===== src/rtl/nsfp_pkg.sv =====
// Package for the near-square factor pair block: widths, state type, unit status.
`default_nettype none
package nsfp_pkg;

   localparam int AREA_BITS_DEF = 24;
   localparam int LENGTH_BITS   = 24;
   localparam int WIDTH_BITS    = 13;

   typedef enum logic [1:0] {
      ST_IDLE,
      ST_ROOT,
      ST_DIV,
      ST_DONE
   } state_type;

   // status of a multi-cycle arithmetic unit
   typedef struct packed {
      logic busy;
      logic done;
   } unit_status_type;

endpackage
`default_nettype wire


===== src/rtl/near_square_factor_pair.sv =====
// Top level of the near-square factor pair block: sequencer and result register.
//
//   channel  ports                              direction
//   req      req_valid req_ready req_area       in
//   rsp      rsp_valid rsp_ready rsp_length/width  out
//
// Root: the serial square root unit computes the floor root R of the area.
// Each candidate is tested in the serial divider; candidates run from the
// root downward, so the time an item takes grows with the number of
// candidates tested, and is longest for a prime area.
// Reset clears the sequencer and the result valid; no clearing pass.
// A new area is taken while the previous result still waits on rsp; a held
// rsp stalls only the hand-off of the next finished result.
`default_nettype none
module near_square_factor_pair
   import nsfp_pkg::*;
#(
   parameter  int AREA_BITS = AREA_BITS_DEF,
   localparam int ROOT_BITS = (AREA_BITS + 1) / 2
) (
   input  wire logic                   clock,
   input  wire logic                   reset,
   input  wire logic                   req_valid,
   output logic                        req_ready,
   input  wire logic [AREA_BITS-1:0]   req_area,
   output logic                        rsp_valid,
   input  wire logic                   rsp_ready,
   output logic      [LENGTH_BITS-1:0] rsp_length,
   output logic      [WIDTH_BITS-1:0]  rsp_width
);

   state_type state_ff, state_in;

   logic [AREA_BITS-1:0]   area_ff;
   logic [ROOT_BITS-1:0]   cand_ff;
   logic [ROOT_BITS-1:0]   cand_in;
   logic [LENGTH_BITS-1:0] res_len_ff;
   logic [WIDTH_BITS-1:0]  res_w_ff;
   logic                   rsp_valid_ff;
   logic [LENGTH_BITS-1:0] rsp_len_ff;
   logic [WIDTH_BITS-1:0]  rsp_w_ff;

   unit_status_type        root_status;
   unit_status_type        div_status;
   logic [ROOT_BITS-1:0]   root;
   logic [AREA_BITS-1:0]   quotient;
   logic [ROOT_BITS-1:0]   remainder;

   logic                   root_start;
   logic                   div_start;
   logic                   root_zero;
   logic                   found;
   logic                   out_free;

   assign root_zero = (root == '0);
   assign found     = (remainder == '0);
   assign out_free  = !rsp_valid_ff || rsp_ready;

   nsfp_isqrt #(.AREA_BITS(AREA_BITS)) u_isqrt (
      .clock  (clock),
      .reset  (reset),
      .start  (root_start),
      .value  (req_area),
      .status (root_status),
      .root   (root)
   );

   nsfp_divider #(.AREA_BITS(AREA_BITS), .ROOT_BITS(ROOT_BITS)) u_divider (
      .clock     (clock),
      .reset     (reset),
      .start     (div_start),
      .dividend  (area_ff),
      .divisor   (cand_in),
      .status    (div_status),
      .quotient  (quotient),
      .remainder (remainder)
   );

   // next state
   always_comb begin
      state_in = state_ff;
      unique case (state_ff)
         ST_IDLE: begin
            if (req_valid) state_in = ST_ROOT;
         end
         ST_ROOT: begin
            if (root_status.done) state_in = root_zero ? ST_DONE : ST_DIV;
         end
         ST_DIV: begin
            if (div_status.done && found) state_in = ST_DONE;
         end
         ST_DONE: begin
            if (out_free) state_in = ST_IDLE;
         end
         default: state_in = ST_IDLE;
      endcase
   end

   // outputs of the sequencer
   always_comb begin
      req_ready  = 1'b0;
      root_start = 1'b0;
      div_start  = 1'b0;
      cand_in    = cand_ff;
      unique case (state_ff)
         ST_IDLE: begin
            req_ready  = 1'b1;
            root_start = req_valid;
         end
         ST_ROOT: begin
            cand_in   = root;
            div_start = root_status.done && !root_zero;
         end
         ST_DIV: begin
            // candidate 1 always divides, so the scan ends
            cand_in   = cand_ff - 1'b1;
            div_start = div_status.done && !found;
         end
         ST_DONE: begin
         end
         default: begin
         end
      endcase
   end

   always_ff @(posedge clock) begin
      if (reset) begin
         state_ff     <= ST_IDLE;
         rsp_valid_ff <= 1'b0;
      end else begin
         state_ff <= state_in;
         if (state_ff == ST_DONE && out_free) begin
            rsp_valid_ff <= 1'b1;
         end else if (rsp_ready) begin
            rsp_valid_ff <= 1'b0;
         end
      end
   end

   always_ff @(posedge clock) begin
      if (root_start) area_ff <= req_area;
      if (div_start)  cand_ff <= cand_in;
      if (state_ff == ST_ROOT && root_status.done && root_zero) begin
         res_len_ff <= '0;
         res_w_ff   <= WIDTH_BITS'(1);
      end else if (state_ff == ST_DIV && div_status.done && found) begin
         res_len_ff <= LENGTH_BITS'(quotient);
         res_w_ff   <= WIDTH_BITS'(cand_ff);
      end
      if (state_ff == ST_DONE && out_free) begin
         rsp_len_ff <= res_len_ff;
         rsp_w_ff   <= res_w_ff;
      end
   end

   assign rsp_valid  = rsp_valid_ff;
   assign rsp_length = rsp_len_ff;
   assign rsp_width  = rsp_w_ff;

endmodule
`default_nettype wire


===== src/rtl/nsfp_isqrt.sv =====
// Bit-serial floor square root: one root bit (two area bits) per cycle.
`default_nettype none
module nsfp_isqrt
   import nsfp_pkg::*;
#(
   parameter  int AREA_BITS = AREA_BITS_DEF,
   localparam int ROOT_BITS = (AREA_BITS + 1) / 2,
   localparam int CNT_BITS  = $clog2(ROOT_BITS + 1)
) (
   input  wire logic                 clock,
   input  wire logic                 reset,
   input  wire logic                 start,
   input  wire logic [AREA_BITS-1:0] value,
   output unit_status_type           status,
   output logic      [ROOT_BITS-1:0] root
);

   logic                   busy_ff;
   logic                   done_ff;
   logic [CNT_BITS-1:0]    cnt_ff;
   logic [2*ROOT_BITS-1:0] x_ff;
   logic [ROOT_BITS+1:0]   rem_ff;
   logic [ROOT_BITS-1:0]   root_ff;

   logic [ROOT_BITS+3:0]   rem_t;
   logic [ROOT_BITS+3:0]   trial;
   logic [ROOT_BITS+3:0]   diff;
   logic                   fits;
   logic [ROOT_BITS+1:0]   rem_in;
   logic [ROOT_BITS:0]     root_in;

   always_comb begin
      rem_t   = {rem_ff, x_ff[2*ROOT_BITS-1 -: 2]};
      trial   = {2'b00, root_ff, 2'b01};
      fits    = (rem_t >= trial);
      diff    = rem_t - trial;
      // remainder never exceeds twice the root, so the top bits are zero
      rem_in  = fits ? diff[ROOT_BITS+1:0] : rem_t[ROOT_BITS+1:0];
      root_in = {root_ff, fits};
   end

   always_ff @(posedge clock) begin
      if (reset) begin
         busy_ff <= 1'b0;
         done_ff <= 1'b0;
         cnt_ff  <= '0;
      end else begin
         done_ff <= 1'b0;
         if (start) begin
            busy_ff <= 1'b1;
            cnt_ff  <= '0;
         end else if (busy_ff) begin
            cnt_ff <= cnt_ff + 1'b1;
            if (cnt_ff == CNT_BITS'(ROOT_BITS - 1)) begin
               busy_ff <= 1'b0;
               done_ff <= 1'b1;
            end
         end
      end
   end

   always_ff @(posedge clock) begin
      if (start) begin
         x_ff    <= (2*ROOT_BITS)'(value);
         rem_ff  <= '0;
         root_ff <= '0;
      end else if (busy_ff) begin
         x_ff    <= x_ff << 2;
         rem_ff  <= rem_in;
         root_ff <= root_in[ROOT_BITS-1:0];
      end
   end

   assign status.busy = busy_ff;
   assign status.done = done_ff;
   assign root        = root_ff;

endmodule
`default_nettype wire


===== src/rtl/nsfp_divider.sv =====
// Restoring bit-serial divider: one quotient bit per cycle.
`default_nettype none
module nsfp_divider
   import nsfp_pkg::*;
#(
   parameter  int AREA_BITS = AREA_BITS_DEF,
   parameter  int ROOT_BITS = (AREA_BITS + 1) / 2,
   localparam int CNT_BITS  = $clog2(AREA_BITS + 1)
) (
   input  wire logic                 clock,
   input  wire logic                 reset,
   input  wire logic                 start,
   input  wire logic [AREA_BITS-1:0] dividend,
   input  wire logic [ROOT_BITS-1:0] divisor,
   output unit_status_type           status,
   output logic      [AREA_BITS-1:0] quotient,
   output logic      [ROOT_BITS-1:0] remainder
);

   logic                 busy_ff;
   logic                 done_ff;
   logic [CNT_BITS-1:0]  cnt_ff;
   logic [AREA_BITS-1:0] q_ff;
   logic [ROOT_BITS-1:0] r_ff;
   logic [ROOT_BITS-1:0] d_ff;

   logic [ROOT_BITS:0]   partial;
   logic [ROOT_BITS:0]   diff;
   logic                 fits;
   logic [ROOT_BITS-1:0] r_in;
   logic [AREA_BITS-1:0] q_in;

   always_comb begin
      partial = {r_ff, q_ff[AREA_BITS-1]};
      fits    = (partial >= {1'b0, d_ff});
      diff    = partial - {1'b0, d_ff};
      r_in    = fits ? diff[ROOT_BITS-1:0] : partial[ROOT_BITS-1:0];
      // dividend bits leave at the top while quotient bits enter at the bottom
      q_in    = {q_ff[AREA_BITS-2:0], fits};
   end

   always_ff @(posedge clock) begin
      if (reset) begin
         busy_ff <= 1'b0;
         done_ff <= 1'b0;
         cnt_ff  <= '0;
      end else begin
         done_ff <= 1'b0;
         if (start) begin
            busy_ff <= 1'b1;
            cnt_ff  <= '0;
         end else if (busy_ff) begin
            cnt_ff <= cnt_ff + 1'b1;
            if (cnt_ff == CNT_BITS'(AREA_BITS - 1)) begin
               busy_ff <= 1'b0;
               done_ff <= 1'b1;
            end
         end
      end
   end

   always_ff @(posedge clock) begin
      if (start) begin
         q_ff <= dividend;
         r_ff <= '0;
         d_ff <= divisor;
      end else if (busy_ff) begin
         q_ff <= q_in;
         r_ff <= r_in;
      end
   end

   assign status.busy = busy_ff;
   assign status.done = done_ff;
   assign quotient    = q_ff;
   assign remainder   = r_ff;

endmodule
`default_nettype wire


===== config.mk =====
export PLATFORM = sky130hd
export DESIGN_NAME = near_square_factor_pair
export DESIGN_NICKNAME = d
export VERILOG_FILES = /design/src/rtl/nsfp_pkg.sv /design/src/rtl/near_square_factor_pair.sv /design/src/rtl/nsfp_isqrt.sv /design/src/rtl/nsfp_divider.sv
export SDC_FILE = /design/constraint.sdc
export NUM_CORES = 1
export LEC_CHECK = 0
export BUFFER_PORTS_ARGS = -buffer_cell sky130_fd_sc_hd__buf_4
export CORE_ASPECT_RATIO = 2
export CORE_MARGIN = 2
export CORE_UTILIZATION = 54
export DETAILED_ROUTE_END_ITERATION = 10
export PLACE_DENSITY = 0.75
export SLEW_MARGIN = 20
export SYNTH_ARGS = -nofsm -noshare
export SYNTH_HDL_FRONTEND = slang
export SYNTH_SLANG_ARGS = --single-unit

===== constraint.sdc =====
create_clock -name clock -period 2.7 [get_ports clock]
set_input_delay 0.405 -clock clock [delete_from_list [all_inputs] [get_ports clock]]
set_output_delay 0.405 -clock clock [all_outputs]
set_load 0.02 [all_outputs]

==> metrics.cfg, run 1 <==
[synthesis]
synth_top_flop_cell = edfxtp_1
synth_area_mm2 = 0.00951
synth_nets = 1022
yosys-top-cells-area = edfxtp_1 38%, dfxtp_1 19%, nand2_1 9.7%, ha_1 4.3%, a21oi_1 3.8%
syn_inst = 960
avgSynthCellArea_um2 = 9.91
netlist.area_leader.share_pct = 37.9
yosysWarnings = 0
ys_ff_latch = 210
seq_area_frac_synth_pct = 56.8
async_flop_share_pct = 0
synth_edf_count = 120
synth_cell_types = 64
synth.largest_area_cell = edfxtp_1

[timing]
rsz0062_at_grt = no
finalHoldViolations = 0
fin_crit_sh_pct = 91.5
period_needed_ns = 2.47
setup-tns-final_ns = 0
drv_slew = 0
setup_viol = 0
max-slew-margin-rel_pct = 47.8
finClkSkew_ns = 0.0144
fmaxAchievable_mhz = 405
worstMarginPinSlew_ns = 0.782

[run]
drv_cap = 0

[setup_path]
rr_startpoint = u_divider.quotient[23]
cp_max_fo = 3
regToRegSetupSlack_ns = 0.23
crit_start = u_divider.quotient[23]
arrival_ns = 2.86
critical_path.slowest_cell = edfxtp_1
crit_chain = inv_1 -> ha_1 -> inv_1 -> fa_1 -> a21oi_1 -> o21ai_1 -> a21oi_1 -> nand3b_1 -> a31o_1 -> a311oi_1
critical_path_class = register to register
critPathMaxStageDelay_ns = 0.42
end_kind = register
worstReg2RegEnd = u_divider.remainder[10]
r2r_cells = 10
worstPathRequired_ns = 3.09
critPathLaunchType = register

[floorplan]
core_mm2 = 0.0173
die_width_um = 97.9
start_util_pct = 55.1
fp.dieArea_mm2 = 0.0188
die_h_um = 192
rows = 68
io_pins = 67

[routing]
first_pass_iters = 7
drc = 0
vias = 7009
drt-vias-per-instance = 5.61
wl_mm = 20.0
routedWlPerCell_um = 16.0
drt_iter0_drc = 324
ant_nets = 0

[placed_design]
numPortBuffers = 65
gp_congestion = 1.00
post-place-cells = 1215
dp_hpwl_mm = 14.5

[finish]
area_delta_synth_final_pct = 14.8
regArea_mm2 = 0.00541
layout-drive-gt1-share_pct = 13.5
n_fill_cell = 1413
n_antenna_cell = 0
multi_input_area_mm2 = 0.00375
finish.net_count = 1088
fin_util_pct = 63.2
final_cells = 1249

[cts]
h-tree-depth = 1
clock_sinks = 210
cts_tree = done
cts_hold_buf = 0
root_buffer = clkbuf_16
cts.repair.resized = 0
clk_latency_ns = 0.49
post_cts_buffers = 0
clkTransAtPathRegs_ns = 0.07
clockBufferDepth = 3
cts_buffers = 19

[power]
p_per_area_mw_per_mm2 = 931
total_power_mw = 10.2
ir_drop_v = 0.000868
leakagePower_nw = 4.41

[min_path]
hp-class = input pin to register
whs_path_depth = 1
whs_endpoint = area_ff[1]
min_from = req_area[1]

[global_routing]
antenna_found_initial = 0
grt_pass1_wl_mm = 32.8
grt_pass1_vias = 6812
gr-total-overflow = 0
track_usage_pct = 21.3
grt_max_degree = 62

[run_status]
status = finished clean

-- cell usage in the layout, fill, tap and decap left out, types with 14 or more instances in the layout --
cell and n:
edfxtp_1 120, clkbuf_16 20, a31oi_1 14, mux2i_1 17, o21ai_0 32, nand2_1 246
nand3_1 15, inv_1 42, nor2_1 61, buf_4 88, dfxtp_1 90, ha_1 33
xnor2_1 16, a21oi_1 72
-- state kept, by name, indices dropped and copies added, names as in the netlist, 14 cells and up --
name and cells:
u_isqrt.x_ff 24, area_ff 24, rsp_length 24, u_isqrt.rem_ff 14, u_divider.quotient 24, res_len_ff 24
-- how the worst max path moves through the flow --
stage                                    endpoint  slack (ns)
after detailed placement  u_divider.remainder[10]        0.30
after CTS                 u_divider.remainder[10]        0.27
final                     u_divider.remainder[10]        0.23
after global placement    u_divider.remainder[10]        0.33
after floorplan                     rsp_length[0]        0.05
after global routing      u_divider.remainder[10]        0.08
-- per-layer routing --
metal  part of all wire [%]  track usage (%)  vias to the layer above
met4                    3.8             9.13                        0
met3                    4.2             2.73                       55
met1                     39             24.7                     3274
met5                      0                0                        -
met2                     53             39.0                      183
li1                       -                -                     3497
-- where the power goes --
group	switching (mW)	internal, mW
Clock	1.18	1.52
Combinational	2.02	1.23
Sequential	0.248	3.97
-- critical path, delay by kind of cell, from the launching register on --
kind                     cells  cell delay, ns
AO/OA/AOI/OAI                5            1.15
buffers and inverters        2            0.13
adder cells (fa/ha/maj)      2            0.55
AND/OR/NAND/NOR              1            0.11
flip-flops                   1            0.42
-- cell families after synthesis --
| family | after synthesis | share of synthesized area, % |
|---|---|---|
| buf+inv | 89 | 3.75 |
| other cells | 1 | 0.0394 |
| xor+xnor | 25 | 2.30 |
| fa+ha+maj | 34 | 4.55 |
| flops | 210 | 56.8 |
| compound gates | 188 | 12.7 |
| mux | 17 | 1.79 |
| simple gates | 396 | 18.0 |
-- cells in the mapped netlist (14+ instances only) --
cell / number
nand2_1: 246
edfxtp_1: 120
dfxtp_1: 90
a21oi_1: 72
nor2_1: 61
inv_1: 43
ha_1: 33
clkbuf_1: 32
o21ai_0: 32
mux2i_1: 17
xnor2_1: 16
nand3_1: 15
a31oi_1: 14
-- through the flow --
| step | instance area, µm² | hold WS, ns | setup slack (ns) |
|---|---|---|---|
| 6_report | 10900 | 0.0901 | 0.230 |
| 5_1_grt | 10900 | 0.0796 | 0.0839 |
| 4_1_cts | 10900 | 0.0819 | 0.270 |
| 3_5_place_dp | 10300 | 0.416 | 0.299 |
| 3_3_place_gp | 10300 | 0.413 | 0.329 |
| 2_1_floorplan | 9510 | 0.408 | 0.0491 |
-- layout make-up --
| cell class | count | share of cell area [%] |
|---|---|---|
| clock buffers | 24 | 4.90 |
| clock inverters | 10 | 0.859 |
| inverters | 44 | 1.51 |
| multi-input cells | 661 | 34.4 |
| flip-flops and latches | 210 | 49.5 |
| well taps | 210 | 2.41 |
| repair buffers | 90 | 6.42 |
No activity file was read; power rests on OpenSTA's default activity.
==> inputs of run 2 (changes only) <==
--- a/config.mk
+++ b/config.mk
@@ -6,8 +6,8 @@
 export NUM_CORES = 1
 export LEC_CHECK = 0
 export BUFFER_PORTS_ARGS = -buffer_cell sky130_fd_sc_hd__buf_4
-export CORE_ASPECT_RATIO = 2
-export CORE_MARGIN = 2
+export CORE_ASPECT_RATIO = 1.1
+export CORE_MARGIN = 8
 export CORE_UTILIZATION = 54
 export DETAILED_ROUTE_END_ITERATION = 10
 export PLACE_DENSITY = 0.75
==> run 2 against run 1 <==
Net effect:
- combinational power fell by 2%
- via count fell by 1.5%
- critical path depth did not move
- critical path type unchanged
- sequential share of layout area fell by 0.20 points
- largest power group unchanged
==> metrics.cfg, run 2 (same netlist as run 1, synthesis figures left out) <==
[routing]
first_pass_iters = 5  ; -2
wl_mm = 19.7  ; -1.5%
ant_nets = 0  ; unchanged
drt-vias-per-instance = 5.40  ; -3.8%
vias = 6904  ; -1.5%
drt_iter0_drc = 596  ; +84%
routedWlPerCell_um = 15.4  ; -3.8%
drc = 0  ; unchanged

[global_routing]
grt_pass1_wl_mm = 32.1  ; -2.1%
top_usage_layer = met2
gr-total-overflow = 0  ; unchanged
grt_max_degree = 64  ; +3.2%
grt.met3_usage_pct = 2.36  ; -0.37 points
gr-usage-met2_pct = 27.8  ; -11 points
grt_pass1_vias = 6399  ; -6.1%
grtUsageMet1_pct = 25.1  ; +0.33 points
antenna_found_initial = 0  ; unchanged
track_usage_pct = 17.8  ; -3.5 points

[finish]
layout-drive-gt1-share_pct = 13.3  ; -0.22 points
final_common_cell = nand2_1
layout_common_cells = 246 x nand2_1, 120 x edfxtp_1, 90 x dfxtp_1
n_antenna_cell = 0  ; unchanged
area_delta_synth_final_pct = 15.2
fin_util_pct = 62.7  ; -0.52 points
finish.net_count = 1088  ; unchanged

[run_status]
status = finished clean

[timing]
max-slew-margin-rel_pct = 45.0  ; -2.8 points
finClkSkew_ns = 0.0100  ; -0.00442 ns
worstMarginPinSlew_ns = 0.823  ; +0.0412 ns
rsz0062_at_grt = no
fmaxAchievable_mhz = 414  ; +2.3%
period_needed_ns = 2.41  ; -0.0561 ns
setup-tns-final_ns = 0  ; unchanged
finalHoldViolations = 0  ; unchanged
setup_viol = 0  ; unchanged
fin_crit_sh_pct = 89.4  ; -2.1 points
drv_slew = 0  ; unchanged
hold-worst-slack_ns = 0.0876  ; -0.00250 ns

[cts]
cts_hold_buf = 0  ; unchanged
cts_tree = done
h-tree-depth = 1  ; unchanged
clock_sinks = 210  ; unchanged
cts_buffers = 21  ; +2
clockBufferDepth = 3  ; unchanged
root_buffer = clkbuf_16
clk_latency_ns = 0.50  ; about the same
clkTransAtPathRegs_ns = 0.06  ; about the same
post_cts_buffers = 0  ; unchanged
cts.repair.resized = 0  ; unchanged

[setup_path]
critical_path.slowest_cell = edfxtp_1
end_kind = register
regToRegSetupSlack_ns = 0.29  ; +0.06 ns
worstPathRequired_ns = 3.10  ; about the same
r2r_cells = 10  ; unchanged
crit_chain = inv_1 -> ha_1 -> inv_1 -> fa_1 -> a21oi_1 -> o21ai_1 -> a21oi_1 -> nand3b_1 -> a31o_1 -> a311oi_1
critical_path_class = register to register
cp_max_fo = 3  ; unchanged
arrival_ns = 2.81  ; -0.05 ns
critPathMaxStageDelay_ns = 0.46  ; +0.04 ns
critPathLaunchType = register
rr_startpoint = u_divider.quotient[23]
worstReg2RegEnd = u_divider.remainder[10]

[floorplan]
io_pins = 67  ; unchanged
start_util_pct = 54.4  ; -0.67 points
fp.dieArea_mm2 = 0.0221  ; +18%
core_mm2 = 0.0175  ; +1.2%
die_width_um = 143  ; +46%
rows = 51  ; -25%
die_h_um = 155  ; -19%

[placed_design]
dp_hpwl_mm = 13.7  ; -6.0%
gp_congestion = 0.924  ; -7.5%
numPortBuffers = 65  ; unchanged

[min_path]
whs_endpoint = area_ff[0]
hp-class = input pin to register
whs_path_depth = 1  ; unchanged
min_from = req_area[0]

[power]
p_per_area_mw_per_mm2 = 931  ; about the same
leakagePower_nw = 4.41  ; about the same
ir_drop_v = 0.00102  ; +17%

[run]
drv_cap = 0  ; unchanged

run 2: final cells by class:
class	instances	area, µm²
fillers	1460	6520
flip-flops and latches	210	5410
multi-input cells	661	3760
repair buffers	88	661
clock buffers	31	626
well taps	238	298
inverters	44	165
clock inverters	7	47.5
run 2: per-stage QoR:
step                worst slack, ns  power, mW  instance area (µm²)  cells
CTS                           0.289       10.2                11000   1279
floorplan                    0.0491       6.67                 9510    960
global route                 0.0929       10.8                11000   1279
global placement              0.364       7.39                10300   1241
detailed placement            0.309       7.43                10300   1241
finish                        0.286       10.2                11000   1279
run 2: report_power, final:
group	leakage, nW	switching [mW]	internal (mW)
Sequential	1.93	0.253	3.97
Clock	0.322	1.19	1.62
Combinational	2.16	1.96	1.21
Total	4.41	3.41	6.80
run 2: metal layers:
metal	part of all wire [%]	vias to the layer above
met2	45	204
met1	47	3172
met4	2.2	0
li1	-	3495
met3	5.8	33
met5	0	-
run 2: worst max-delay path, delay by kind of cell (launching register included):
| kind | cells | cell delay [ns] |
|---|---|---|
| AOI/OAI and AO/OA | 5 | 1.04 |
| adders and majority gates | 2 | 0.56 |
| DFF | 1 | 0.46 |
| buffers and inverters | 2 | 0.14 |
| and+or+nand+nor | 1 | 0.11 |
run 2: worst max-delay path by stage:
stage                           startpoint                      end  slack [ns]
finish              u_divider.quotient[23]  u_divider.remainder[10]        0.29
CTS                 u_divider.quotient[23]  u_divider.remainder[10]        0.29
floorplan                      state_ff[1]            rsp_length[0]        0.05
global route               u_isqrt.root[9]       u_isqrt.rem_ff[12]        0.09
global placement    u_divider.quotient[23]  u_divider.remainder[10]        0.36
detailed placement  u_divider.quotient[23]  u_divider.remainder[10]        0.31
